`config.mk`:
```
export PLATFORM = sky130hd
export DESIGN_NAME = selective_repeat_sender_window_unit
export DESIGN_NICKNAME = d
export VERILOG_FILES = /design/src/rtl/srsw_pkg.sv /design/src/rtl/srsw_ram.sv /design/src/rtl/srsw_window.sv /design/src/rtl/selective_repeat_sender_window_unit.sv
export SDC_FILE = /design/constraint.sdc
export NUM_CORES = 1
export LEC_CHECK = 0
export ABC_CLOCK_PERIOD_IN_PS = 34900
export BUFFER_PORTS_ARGS = -buffer_cell sky130_fd_sc_hd__buf_2
export CORE_ASPECT_RATIO = 1.2
export CORE_MARGIN = 2
export CORE_UTILIZATION = 50
export CTS_BUF_LIST = sky130_fd_sc_hd__clkbuf_4
export DETAILED_ROUTE_END_ITERATION = 8
export PLACE_DENSITY = 0.69
export REMOVE_ABC_BUFFERS = 1
export SLEW_MARGIN = 20
export SYNTH_ARGS = -nofsm -noshare
export SYNTH_HDL_FRONTEND = slang
export SYNTH_SLANG_ARGS = --single-unit
```
`constraint.sdc`:
```
create_clock -name clk -period 34.9 [get_ports clk]
set_input_delay 1.745 -clock clk [delete_from_list [all_inputs] [get_ports clk]]
set_output_delay 1.745 -clock clk [all_outputs]
set_load 0.01 [all_outputs]
```
`src/rtl/srsw_pkg.sv`:
```
// Shared types and constants of the selective repeat sender window.
`timescale 1ns / 1ps

package srsw_pkg;

    // Sequence space: eight numbers, three bits wide
    localparam int SEQ_COUNT = 8;
    localparam int SEQ_W     = 3;
    localparam int WSIZE_W   = 3;

    // Window size after reset
    localparam logic [WSIZE_W-1:0] WSIZE_RESET = 3'd4;

    // Item kinds carried on the input tuser
    localparam logic [1:0] OP_SEND    = 2'd0;
    localparam logic [1:0] OP_ACK     = 2'd1;
    localparam logic [1:0] OP_TIMEOUT = 2'd2;

    // Command from the sequencer to the window tracker
    typedef struct packed {
        logic             apply;
        logic [1:0]       op;
        logic [SEQ_W-1:0] ack_num;
        logic             ack_ok;
    } win_cmd_t;

    // Status from the window tracker: send permission and post-update values
    typedef struct packed {
        logic             can_send;
        logic [SEQ_W-1:0] base_next;
        logic [SEQ_W-1:0] next_seq_next;
        logic             full_next;
    } win_stat_t;

endpackage

```
`src/rtl/srsw_ram.sv`:
```
// Generic single-port-write, registered-read RAM.
`timescale 1ns / 1ps

module srsw_ram #(
    parameter int WIDTH = 64,
    parameter int DEPTH = 8
) (
    input  logic                     clk,
    input  logic                     we,
    input  logic [$clog2(DEPTH)-1:0] waddr,
    input  logic [WIDTH-1:0]         wdata,
    input  logic                     re,
    input  logic [$clog2(DEPTH)-1:0] raddr,
    output logic [WIDTH-1:0]         rdata
);

    logic [WIDTH-1:0] mem [DEPTH];

    // Write and registered read
    always_ff @(posedge clk)
    begin
        if (we)
        begin
            mem[waddr] <= wdata;
        end
        if (re)
        begin
            rdata <= mem[raddr];
        end
    end

endmodule

```
`src/rtl/srsw_window.sv`:
```
// Window tracker: base, next number, acknowledged marks and window size.
`timescale 1ns / 1ps

module srsw_window (
    input  logic                           clk,
    input  logic                           rst_n,
    input  logic                           cfg_we,
    input  logic [srsw_pkg::WSIZE_W-1:0]   cfg_data,
    input  srsw_pkg::win_cmd_t             cmd,
    output srsw_pkg::win_stat_t            stat
);

    import srsw_pkg::*;

    logic [WSIZE_W-1:0]   wsize_reg;
    logic [SEQ_W-1:0]     base_reg;
    logic [SEQ_W-1:0]     base_next;
    logic [SEQ_W-1:0]     next_reg;
    logic [SEQ_W-1:0]     next_next;
    logic [SEQ_COUNT-1:0] mark_reg;
    logic [SEQ_COUNT-1:0] mark_next;

    logic [WSIZE_W-1:0]   eff_win;
    logic [SEQ_W-1:0]     outst;
    logic                 full_now;
    logic                 ack_in_win;
    logic [SEQ_COUNT-1:0] marked;
    logic [SEQ_COUNT-1:0] rot;
    logic [SEQ_W:0]       run_len;
    logic                 run_on;
    logic [SEQ_W-1:0]     new_outst;

    // Clamp the window to 1 .. SEQ_COUNT-1
    always_comb
    begin
        eff_win = wsize_reg;
        if (wsize_reg == '0)
        begin
            eff_win = WSIZE_W'(1);
        end
        else if (wsize_reg > WSIZE_W'(SEQ_COUNT - 1))
        begin
            eff_win = WSIZE_W'(SEQ_COUNT - 1);
        end
    end

    // Outstanding count wraps naturally as the sequence space is a power of two
    assign outst      = next_reg - base_reg;
    assign full_now   = outst >= eff_win;
    assign ack_in_win = (cmd.ack_num - base_reg) < outst;

    // Mark the acknowledged number, then slide the base past the run of marks
    always_comb
    begin
        marked = mark_reg | (SEQ_COUNT'(1) << cmd.ack_num);
        for (int i = 0; i < SEQ_COUNT; i++)
        begin
            rot[i] = marked[SEQ_W'(base_reg + SEQ_W'(i))];
        end
        run_len = '0;
        run_on  = 1'b1;
        for (int i = 0; i < SEQ_COUNT; i++)
        begin
            if (run_on && rot[i])
            begin
                run_len = run_len + 1'b1;
            end
            else
            begin
                run_on = 1'b0;
            end
        end
    end

    // Next state of the window
    always_comb
    begin
        base_next = base_reg;
        next_next = next_reg;
        mark_next = mark_reg;
        if (cmd.apply)
        begin
            case (cmd.op)
                OP_SEND:
                begin
                    if (!full_now)
                    begin
                        mark_next[next_reg] = 1'b0;
                        next_next           = next_reg + 1'b1;
                    end
                end
                OP_ACK:
                begin
                    if (cmd.ack_ok && ack_in_win)
                    begin
                        mark_next = marked;
                        for (int i = 0; i < SEQ_COUNT; i++)
                        begin
                            if ((SEQ_W+1)'(i) < run_len)
                            begin
                                mark_next[SEQ_W'(base_reg + SEQ_W'(i))] = 1'b0;
                            end
                        end
                        base_next = base_reg + run_len[SEQ_W-1:0];
                    end
                end
                default:
                begin
                    base_next = base_reg;
                end
            endcase
        end
    end

    assign new_outst = next_next - base_next;

    assign stat.can_send      = !full_now;
    assign stat.base_next     = base_next;
    assign stat.next_seq_next = next_next;
    assign stat.full_next     = new_outst >= eff_win;

    // Hold the window state
    always_ff @(posedge clk or negedge rst_n)
    begin
        if (!rst_n)
        begin
            wsize_reg <= WSIZE_RESET;
            base_reg  <= '0;
            next_reg  <= '0;
            mark_reg  <= '0;
        end
        else
        begin
            if (cfg_we)
            begin
                wsize_reg <= cfg_data;
            end
            base_reg <= base_next;
            next_reg <= next_next;
            mark_reg <= mark_next;
        end
    end

endmodule

```
`src/rtl/selective_repeat_sender_window_unit.sv`:
```
// An accepted input item is captured in the input registers and the payload store
// is read; the result is loaded into the result register once that is empty or
// taken, and only then is a new item accepted. Reset: control, window base, next
// number and marks clear, window size is 4; the payload store is not cleared, and
// the user must see an entry read only after a send wrote it; no check enforces it.
`timescale 1ns / 1ps

module selective_repeat_sender_window_unit #(
    parameter int PAYLOAD_BITS = 64
) (
    input  logic clk,
    input  logic rst_n,
    // Configuration: window size
    input  logic                                   cfg_we,
    input  logic [srsw_pkg::WSIZE_W-1:0]           cfg_data,
    // Input items
    input  logic                                   s_tvalid,
    output logic                                   s_tready,
    // payload, ack_num, ack_ok, timeout_seq, zero fill
    input  logic [((PAYLOAD_BITS+7+7)/8)*8-1:0]    s_tdata,
    // op
    input  logic [1:0]                             s_tuser,
    // Result items
    output logic                                   m_tvalid,
    input  logic                                   m_tready,
    // accepted, pkt_valid, pkt_seq, pkt_payload, timer_start, timer_stop,
    // timer_seq, window_base, next_seq, window_full, zero fill
    output logic [((PAYLOAD_BITS+17+7)/8)*8-1:0]   m_tdata
);

    import srsw_pkg::*;

    localparam int OUT_W = ((PAYLOAD_BITS + 17 + 7) / 8) * 8;
    localparam int USED_W = PAYLOAD_BITS + 17;

    typedef enum logic [1:0] {
        S_IDLE = 2'b01,
        S_EXEC = 2'b10
    } state_t;

    state_t state_reg, state_next;

    logic [1:0]              op_reg;
    logic [PAYLOAD_BITS-1:0] payload_reg;
    logic [SEQ_W-1:0]        ack_num_reg;
    logic                    ack_ok_reg;
    logic [SEQ_W-1:0]        tseq_reg;

    logic                    m_tvalid_reg, m_tvalid_next;
    logic [OUT_W-1:0]        m_tdata_reg;
    logic [USED_W-1:0]       res;

    logic                    in_fire;
    logic                    exec_go;
    logic                    ram_we;
    logic [PAYLOAD_BITS-1:0] ram_rdata;

    win_cmd_t                cmd;
    win_stat_t               stat;

    logic                    r_acc, r_pv, r_tstart, r_tstop;
    logic [SEQ_W-1:0]        r_pseq, r_tseq;
    logic [PAYLOAD_BITS-1:0] r_ppay;

    assign s_tready = (state_reg == S_IDLE);
    assign in_fire  = s_tvalid && s_tready;
    assign exec_go  = (state_reg == S_EXEC) && (!m_tvalid_reg || m_tready);

    // Sequencer
    always_comb
    begin
        state_next = state_reg;
        case (state_reg)
            S_IDLE:
            begin
                if (in_fire)
                begin
                    state_next = S_EXEC;
                end
            end
            S_EXEC:
            begin
                if (exec_go)
                begin
                    state_next = S_IDLE;
                end
            end
            default:
            begin
                state_next = S_IDLE;
            end
        endcase
    end

    // Capture the input item fields
    always_ff @(posedge clk)
    begin
        if (in_fire)
        begin
            op_reg      <= s_tuser;
            payload_reg <= s_tdata[PAYLOAD_BITS-1:0];
            ack_num_reg <= s_tdata[PAYLOAD_BITS+2:PAYLOAD_BITS];
            ack_ok_reg  <= s_tdata[PAYLOAD_BITS+3];
            tseq_reg    <= s_tdata[PAYLOAD_BITS+6:PAYLOAD_BITS+4];
        end
    end

    // Window tracker
    assign cmd.apply   = exec_go;
    assign cmd.op      = op_reg;
    assign cmd.ack_num = ack_num_reg;
    assign cmd.ack_ok  = ack_ok_reg;

    srsw_window u_window (
        .clk      (clk),
        .rst_n    (rst_n),
        .cfg_we   (cfg_we),
        .cfg_data (cfg_data),
        .cmd      (cmd),
        .stat     (stat)
    );

    // Payload store: write on an accepted send, read on every input item
    assign ram_we = exec_go && (op_reg == OP_SEND) && stat.can_send;

    srsw_ram #(
        .WIDTH (PAYLOAD_BITS),
        .DEPTH (SEQ_COUNT)
    ) u_store (
        .clk   (clk),
        .we    (ram_we),
        .waddr (stat.next_seq_next - 1'b1),
        .wdata (payload_reg),
        .re    (in_fire),
        .raddr (s_tdata[PAYLOAD_BITS+6:PAYLOAD_BITS+4]),
        .rdata (ram_rdata)
    );

    // Form the result item
    always_comb
    begin
        r_acc    = 1'b0;
        r_pv     = 1'b0;
        r_pseq   = '0;
        r_ppay   = '0;
        r_tstart = 1'b0;
        r_tstop  = 1'b0;
        r_tseq   = '0;
        case (op_reg)
            OP_SEND:
            begin
                if (stat.can_send)
                begin
                    r_acc    = 1'b1;
                    r_pv     = 1'b1;
                    r_pseq   = stat.next_seq_next - 1'b1;
                    r_ppay   = payload_reg;
                    r_tstart = 1'b1;
                    r_tseq   = stat.next_seq_next - 1'b1;
                end
            end
            OP_ACK:
            begin
                if (ack_ok_reg)
                begin
                    r_tstop = 1'b1;
                    r_tseq  = ack_num_reg;
                end
            end
            OP_TIMEOUT:
            begin
                r_pv     = 1'b1;
                r_pseq   = tseq_reg;
                r_ppay   = ram_rdata;
                r_tstart = 1'b1;
                r_tseq   = tseq_reg;
            end
            default:
            begin
                r_acc = 1'b0;
            end
        endcase
        res = {stat.full_next, stat.next_seq_next, stat.base_next, r_tseq,
               r_tstop, r_tstart, r_ppay, r_pseq, r_pv, r_acc};
    end

    // Result register: load on execute, drop once taken
    always_comb
    begin
        m_tvalid_next = m_tvalid_reg;
        if (exec_go)
        begin
            m_tvalid_next = 1'b1;
        end
        else if (m_tready)
        begin
            m_tvalid_next = 1'b0;
        end
    end

    always_ff @(posedge clk)
    begin
        if (exec_go)
        begin
            m_tdata_reg <= OUT_W'(res);
        end
    end

    // Control state
    always_ff @(posedge clk or negedge rst_n)
    begin
        if (!rst_n)
        begin
            state_reg    <= S_IDLE;
            m_tvalid_reg <= 1'b0;
        end
        else
        begin
            state_reg    <= state_next;
            m_tvalid_reg <= m_tvalid_next;
        end
    end

    assign m_tvalid = m_tvalid_reg;
    assign m_tdata  = m_tdata_reg;

endmodule

```
# Word-level counts from Yosys, hierarchy flattened
# Memories as Yosys holds them, arrays and structs flattened. A register that Yosys moved wholly into a read port is not among the register bits.
# Index checks and enable logic that the tools add are counted.
# word_totals
ff_bits	174
latchBits	0
ram_bits	512
mem_bits_ro	0
input_bits	82
out_inout_bits	90
wordCells	228
memories	1
# memory_table
memory	depth	word_bits	read_ports	rd_ports_with_merged_regs	write_ports	line_no	source
u_store.mem	8	64	1	1	1	srsw_ram.sv:17	logic [WIDTH-1:0] mem [DEPTH];
# classes
add_sub_neg	20
n_mul	0
div_mod_pow	0
magnitude_cmp	30
n_eq_ne	8
n_shift	1
n_mux	105
bitwise_logic	19
reduce_logical	30
# op_table
cell	n
two-way mux 8 bit	31
one-hot mux 64 bit (2 select lines)	1
bitwise AND 8 bit	9
NOT 8 bit	9
two-way mux 64 bit	1
less-than comparator 3 x 4 -> 1 bit (second input constant)	9
two-way mux 1 bit	31
two-way mux 3 bit	10
two-way mux 4 bit	7
demux 1 bit (select 3 bit)	9
greater-or-equal comparator 3 x 1 -> 1 bit (second input constant)	9
adder 4 x 1 -> 4 bit (second input constant)	6
binary-select mux 1 bit (select 3 bit)	8
logical AND 1 bit	21
less-than comparator 3 x 4 -> 1 bit (first input constant)	4
one-hot mux 8 bit (2 select lines)	1
adder 3 bit (second input constant)	4
one-hot mux 3 bit (3 select lines)	1
subtractor 3 bit	3
less-than comparator 1 x 4 -> 1 bit (first input constant)	2
less-than comparator 2 x 4 -> 1 bit (first input constant)	2
bitwise OR 8 bit	1
left shift 1 x 3 -> 8 bit (first input constant)	1
adder 3 x 1 -> 3 bit (second input constant)	2
22 further kinds	31

# Longest topological paths before layout
# depth
ltp_word	58
depth_mapped	35
ltp_nobuf	31

# Cells and area by module
# Synthesis repeated with hierarchy kept, for this count alone.
# hier_totals
cells_unflattened	1455
hier_area_um2	29819.8
# modules_own_cells
mod	instances	cells_each	area_per_inst_um2	seq_area_each_um2
srsw_ram	1	816	21187.8	17296.6
selective_repeat_sender_window_unit	1	278	5601.6	4670.7
srsw_window	1	361	3030.4	426.7

# Worst setup path before layout
# No wires, ideal clock.
# synth_path
path_type	input to register
start	in m_tready
end	mem u_store.mem[6][0] (enable)
setup_time_ps	666
arrival_time_ps	13686
t_required_ps	34234
setup_slack_ps	20548
cell_stages	9
n_path_buf	0
cell_sequence	nor2b_1 nor2_1 nand2_1 inv_1 a21o_1 inv_1 ha_1 xnor2_1 nor4b_1
# synth_rtl
item	line_no	source
start: declaration	selective_repeat_sender_window_unit.sv:25	input logic m_tready,
end: declaration	srsw_ram.sv:17	

==> results.json <==
{
  "final-setup-viol-count": 0,
  "p_seq_frac": 0.539,
  "synth_seq_cells": 749,
  "p_int_uw": 1490,
  "min_period_over_period": 0.265,
  "outcome": "finished clean",
  "worstPathRequired_ns": 35.63,
  "pre_cts_ws_ns": 25.78,
  "synth_cells": 1462,
  "cts_resized": 0,
  "synth_area_sq_um": 29800,
  "period_needed_ns": 9.23,
  "yosysUniqueCellTypes": 88,
  "drcViolationCount": 0,
  "clock_path_buffers": 3,
  "start_kind": "register",
  "vias": 15400,
  "viasPerCell": 5.72,
  "yosysWarnings": 0,
  "drive_above_1_share": 0.372,
  "fin_worst_skew_ns": 0.0691,
  "end_kind": "register",
  "p_leak_uw": 0.0115,
  "combPwrFrac": 0.084,
  "drv_cap": 0,
  "power.switching_uw": 461,
  "area_delta_synth_final_pct": 14.0,
  "path_clk_slew_ns": 0.07,
  "ys.flop_type": "edfxtp_1",
  "fmaxAchievable_ghz": 0.108,
  "synth-compound-area-share": 0.0536,
  "crit_type": "register to register",
  "yosys.area.top_type_share": 0.734,
  "cts_sinks": 749,
  "synth_top_family_by_area": "multiplexers",
  "setup_tns_ns": 0,
  "avgRoutedWirePerCell_microns": 23.6,
  "vdd_drop_max_v": 0.0000272,
  "slew_headroom": 0.290,
  "grt_usage": 0.213,
  "rows": 98,
  "yosysMostFrequentCell": "edfxtp_1",
  "ioPinCount": 172,
  "die_w_microns": 227,
  "cts_htree_levels": 4,
  "dieArea_sq_um": 61600,
  "io_buffer_count": 163,
  "coreArea_sq_um": 59300,
  "syn_avg_cell_area_sq_um": 20.4,
  "slew_viol_final": 0,
  "crit_path_frequent_cell": "ha_1",
  "path_max_fanout": 44,
  "synthMuxAreaShare": 0.136,
  "synth_adder_area_share": 0.0132,
  "dp_hpwl_mm": 33.8,
  "cts_hold_buf": 0,
  "cts_root_buf": "clkbuf_4",
  "grt_pass1_vias": 16300,
  "synth-xor-area-share": 0.00797,
  "drt-initial-drc-count": 1149,
  "synthArstFlopShare": 0.0267,
  "gp_congestion": 0.886,
  "switching_share": 0.237,
  "holdPathStages": 1,
  "synthSimpleGateAreaFrac": 0.0218,
  "seq_area_frac_synth": 0.751,
  "drt-pass1-iter-count": 5,
  "rsz0062_at_grt": "no",
  "insertion_delay_ns": 0.98,
  "p_per_area_nw_per_um2": 57.3,
  "antenna_left": 0,
  "crit_path_top_delay_cell": "ha_1",
  "arrival_ns": 9.96,
  "grt_max_degree": 76,
  "finalHoldViolCount": 0,
  "worst_path_largest_cell_delay_ns": 0.80,
  "synth_area_leaders": "edfxtp_1 (73%), mux4_2 (11%), mux2_2 (2.5%)",
  "die_h_microns": 272,
  "power_frac_clock": 0.376,
  "cts-buffers-inserted": 180,
  "start_util": 0.503,
  "hold_class": "register to register",
  "grt_pass1_wl_mm": 96.8,
  "setup_ws_ns": 25.67,
  "synth-edff-count": 729,
  "worst-r2r-cell-count": 32,
  "post_cts.repair.setup_buffers": 0,
  "nets": 1873,
  "wl_mm": 63.8,
  "largest_reg_flops": 512,
  "synthTopCellsByCount": "edfxtp_1 (729), mux4_2 (141), a22o_1 (67), mux2_2 (67), clkbuf_1 (47)",
  "antenna_found_initial": 2,
  "cts_tree": "yes",
  "tightest_slew_ns": 1.07,
  "overflow": 0,
  "synth_area_leader_cell": "edfxtp_1"
}
-- power by group through the flow --
stage / clock [uW] / combinational [uW] / sequential, uW
4_1_cts: 757 / 166 / 1050
6_report: 734 / 164 / 1050
3_5_place_dp: 0 / 164 / 1070
2_1_floorplan: 0 / 98.6 / 1070
3_3_place_gp: 0 / 161 / 1070
5_1_grt: 800 / 180 / 1050
-- through the flow --
| stage | utilization | area, sq um | power (uW) | hold WS, ns | cells |
|---|---|---|---|---|---|
| 2_1_floorplan | - | 29500 | 1170 | 0.475 | 1389 |
| 3_3_place_gp | 0.532 | 31600 | 1230 | 0.484 | 2379 |
| 3_5_place_dp | 0.532 | 31600 | 1230 | 0.510 | 2379 |
| 4_1_cts | 0.572 | 34000 | 1970 | 0.504 | 2695 |
| 5_1_grt | 0.573 | 34000 | 2030 | 0.548 | 2700 |
| 6_report | 0.573 | 34000 | 1950 | 0.521 | 2700 |
-- worst paths after layout --
path                                      start              endpoint  slack [ns]
setup / recovery           u_window.base_reg[0]           m_tdata[80]       25.67
hold / removal                u_store.rdata[14]           m_tdata[19]        0.52
setup reg to reg           u_window.base_reg[0]           m_tdata[80]       25.67
hold reg to reg               u_store.rdata[14]           m_tdata[19]        0.52
max in group asynchronous                 rst_n          state_reg[0]       33.82
min in group asynchronous                 rst_n  u_window.mark_reg[1]        0.72
-- cell families (layout without fill, tap and decap cells) --
group	Yosys count	count (layout)
AO/OA/AOI/OAI	205	205
XOR/XNOR	22	22
adder cells (fa/ha/maj)	29	29
buffers and inverters	111	539
flip-flops	749	749
multiplexers	219	219
other	1	11
AND/OR/NAND/NOR	126	126
-- area by class of cell --
| class | instances | area [sq um] |
|---|---|---|
| Inverter | 32 | 120 |
| Multi-Input combinational cell | 608 | 7030 |
| Timing Repair Buffer | 191 | 1060 |
| Clock inverter | 76 | 576 |
| Sequential cell | 749 | 22400 |
| Clock buffer | 240 | 1800 |
| Tap cell | 800 | 1000 |
| Antenna cell | 4 | 10.0 |
| Fill cell | 4592 | 25400 |
-- cell usage in the layout, fill, tap and decap left out, types with 28 or more instances in the layout --
cell type  Yosys  routed
buf_2          3     160
mux2_2        67      67
buf_4         10      28
mux4_2       141     141
edfxtp_1     729     729
clkbuf_4       0     240
clkinv_1       1      49
nand2_1       33      33
inv_1         31      31
a22o_1        67      67
-- layer usage --
layer	track usage	vias up	part of all wire
met5	0	-	0
met4	0.0734	0	0.020
met3	0.0462	91	0.060
met2	0.352	567	0.51
met1	0.282	7987	0.41
li1	-	6786	-
-- worst max-delay path: cells and delay by family, from the launching register on --
kind / cells / cell delay (ns)
AOI/OAI and AO/OA: 7 / 1.91
xor gates and xnor gates: 2 / 0.29
adders and majority gates: 9 / 3.52
buffers and inverters: 6 / 1.60
DFF: 1 / 0.32
muxes: 2 / 0.76
and+or+nand+nor: 6 / 0.60
Power figures use the tool's default switching activity.
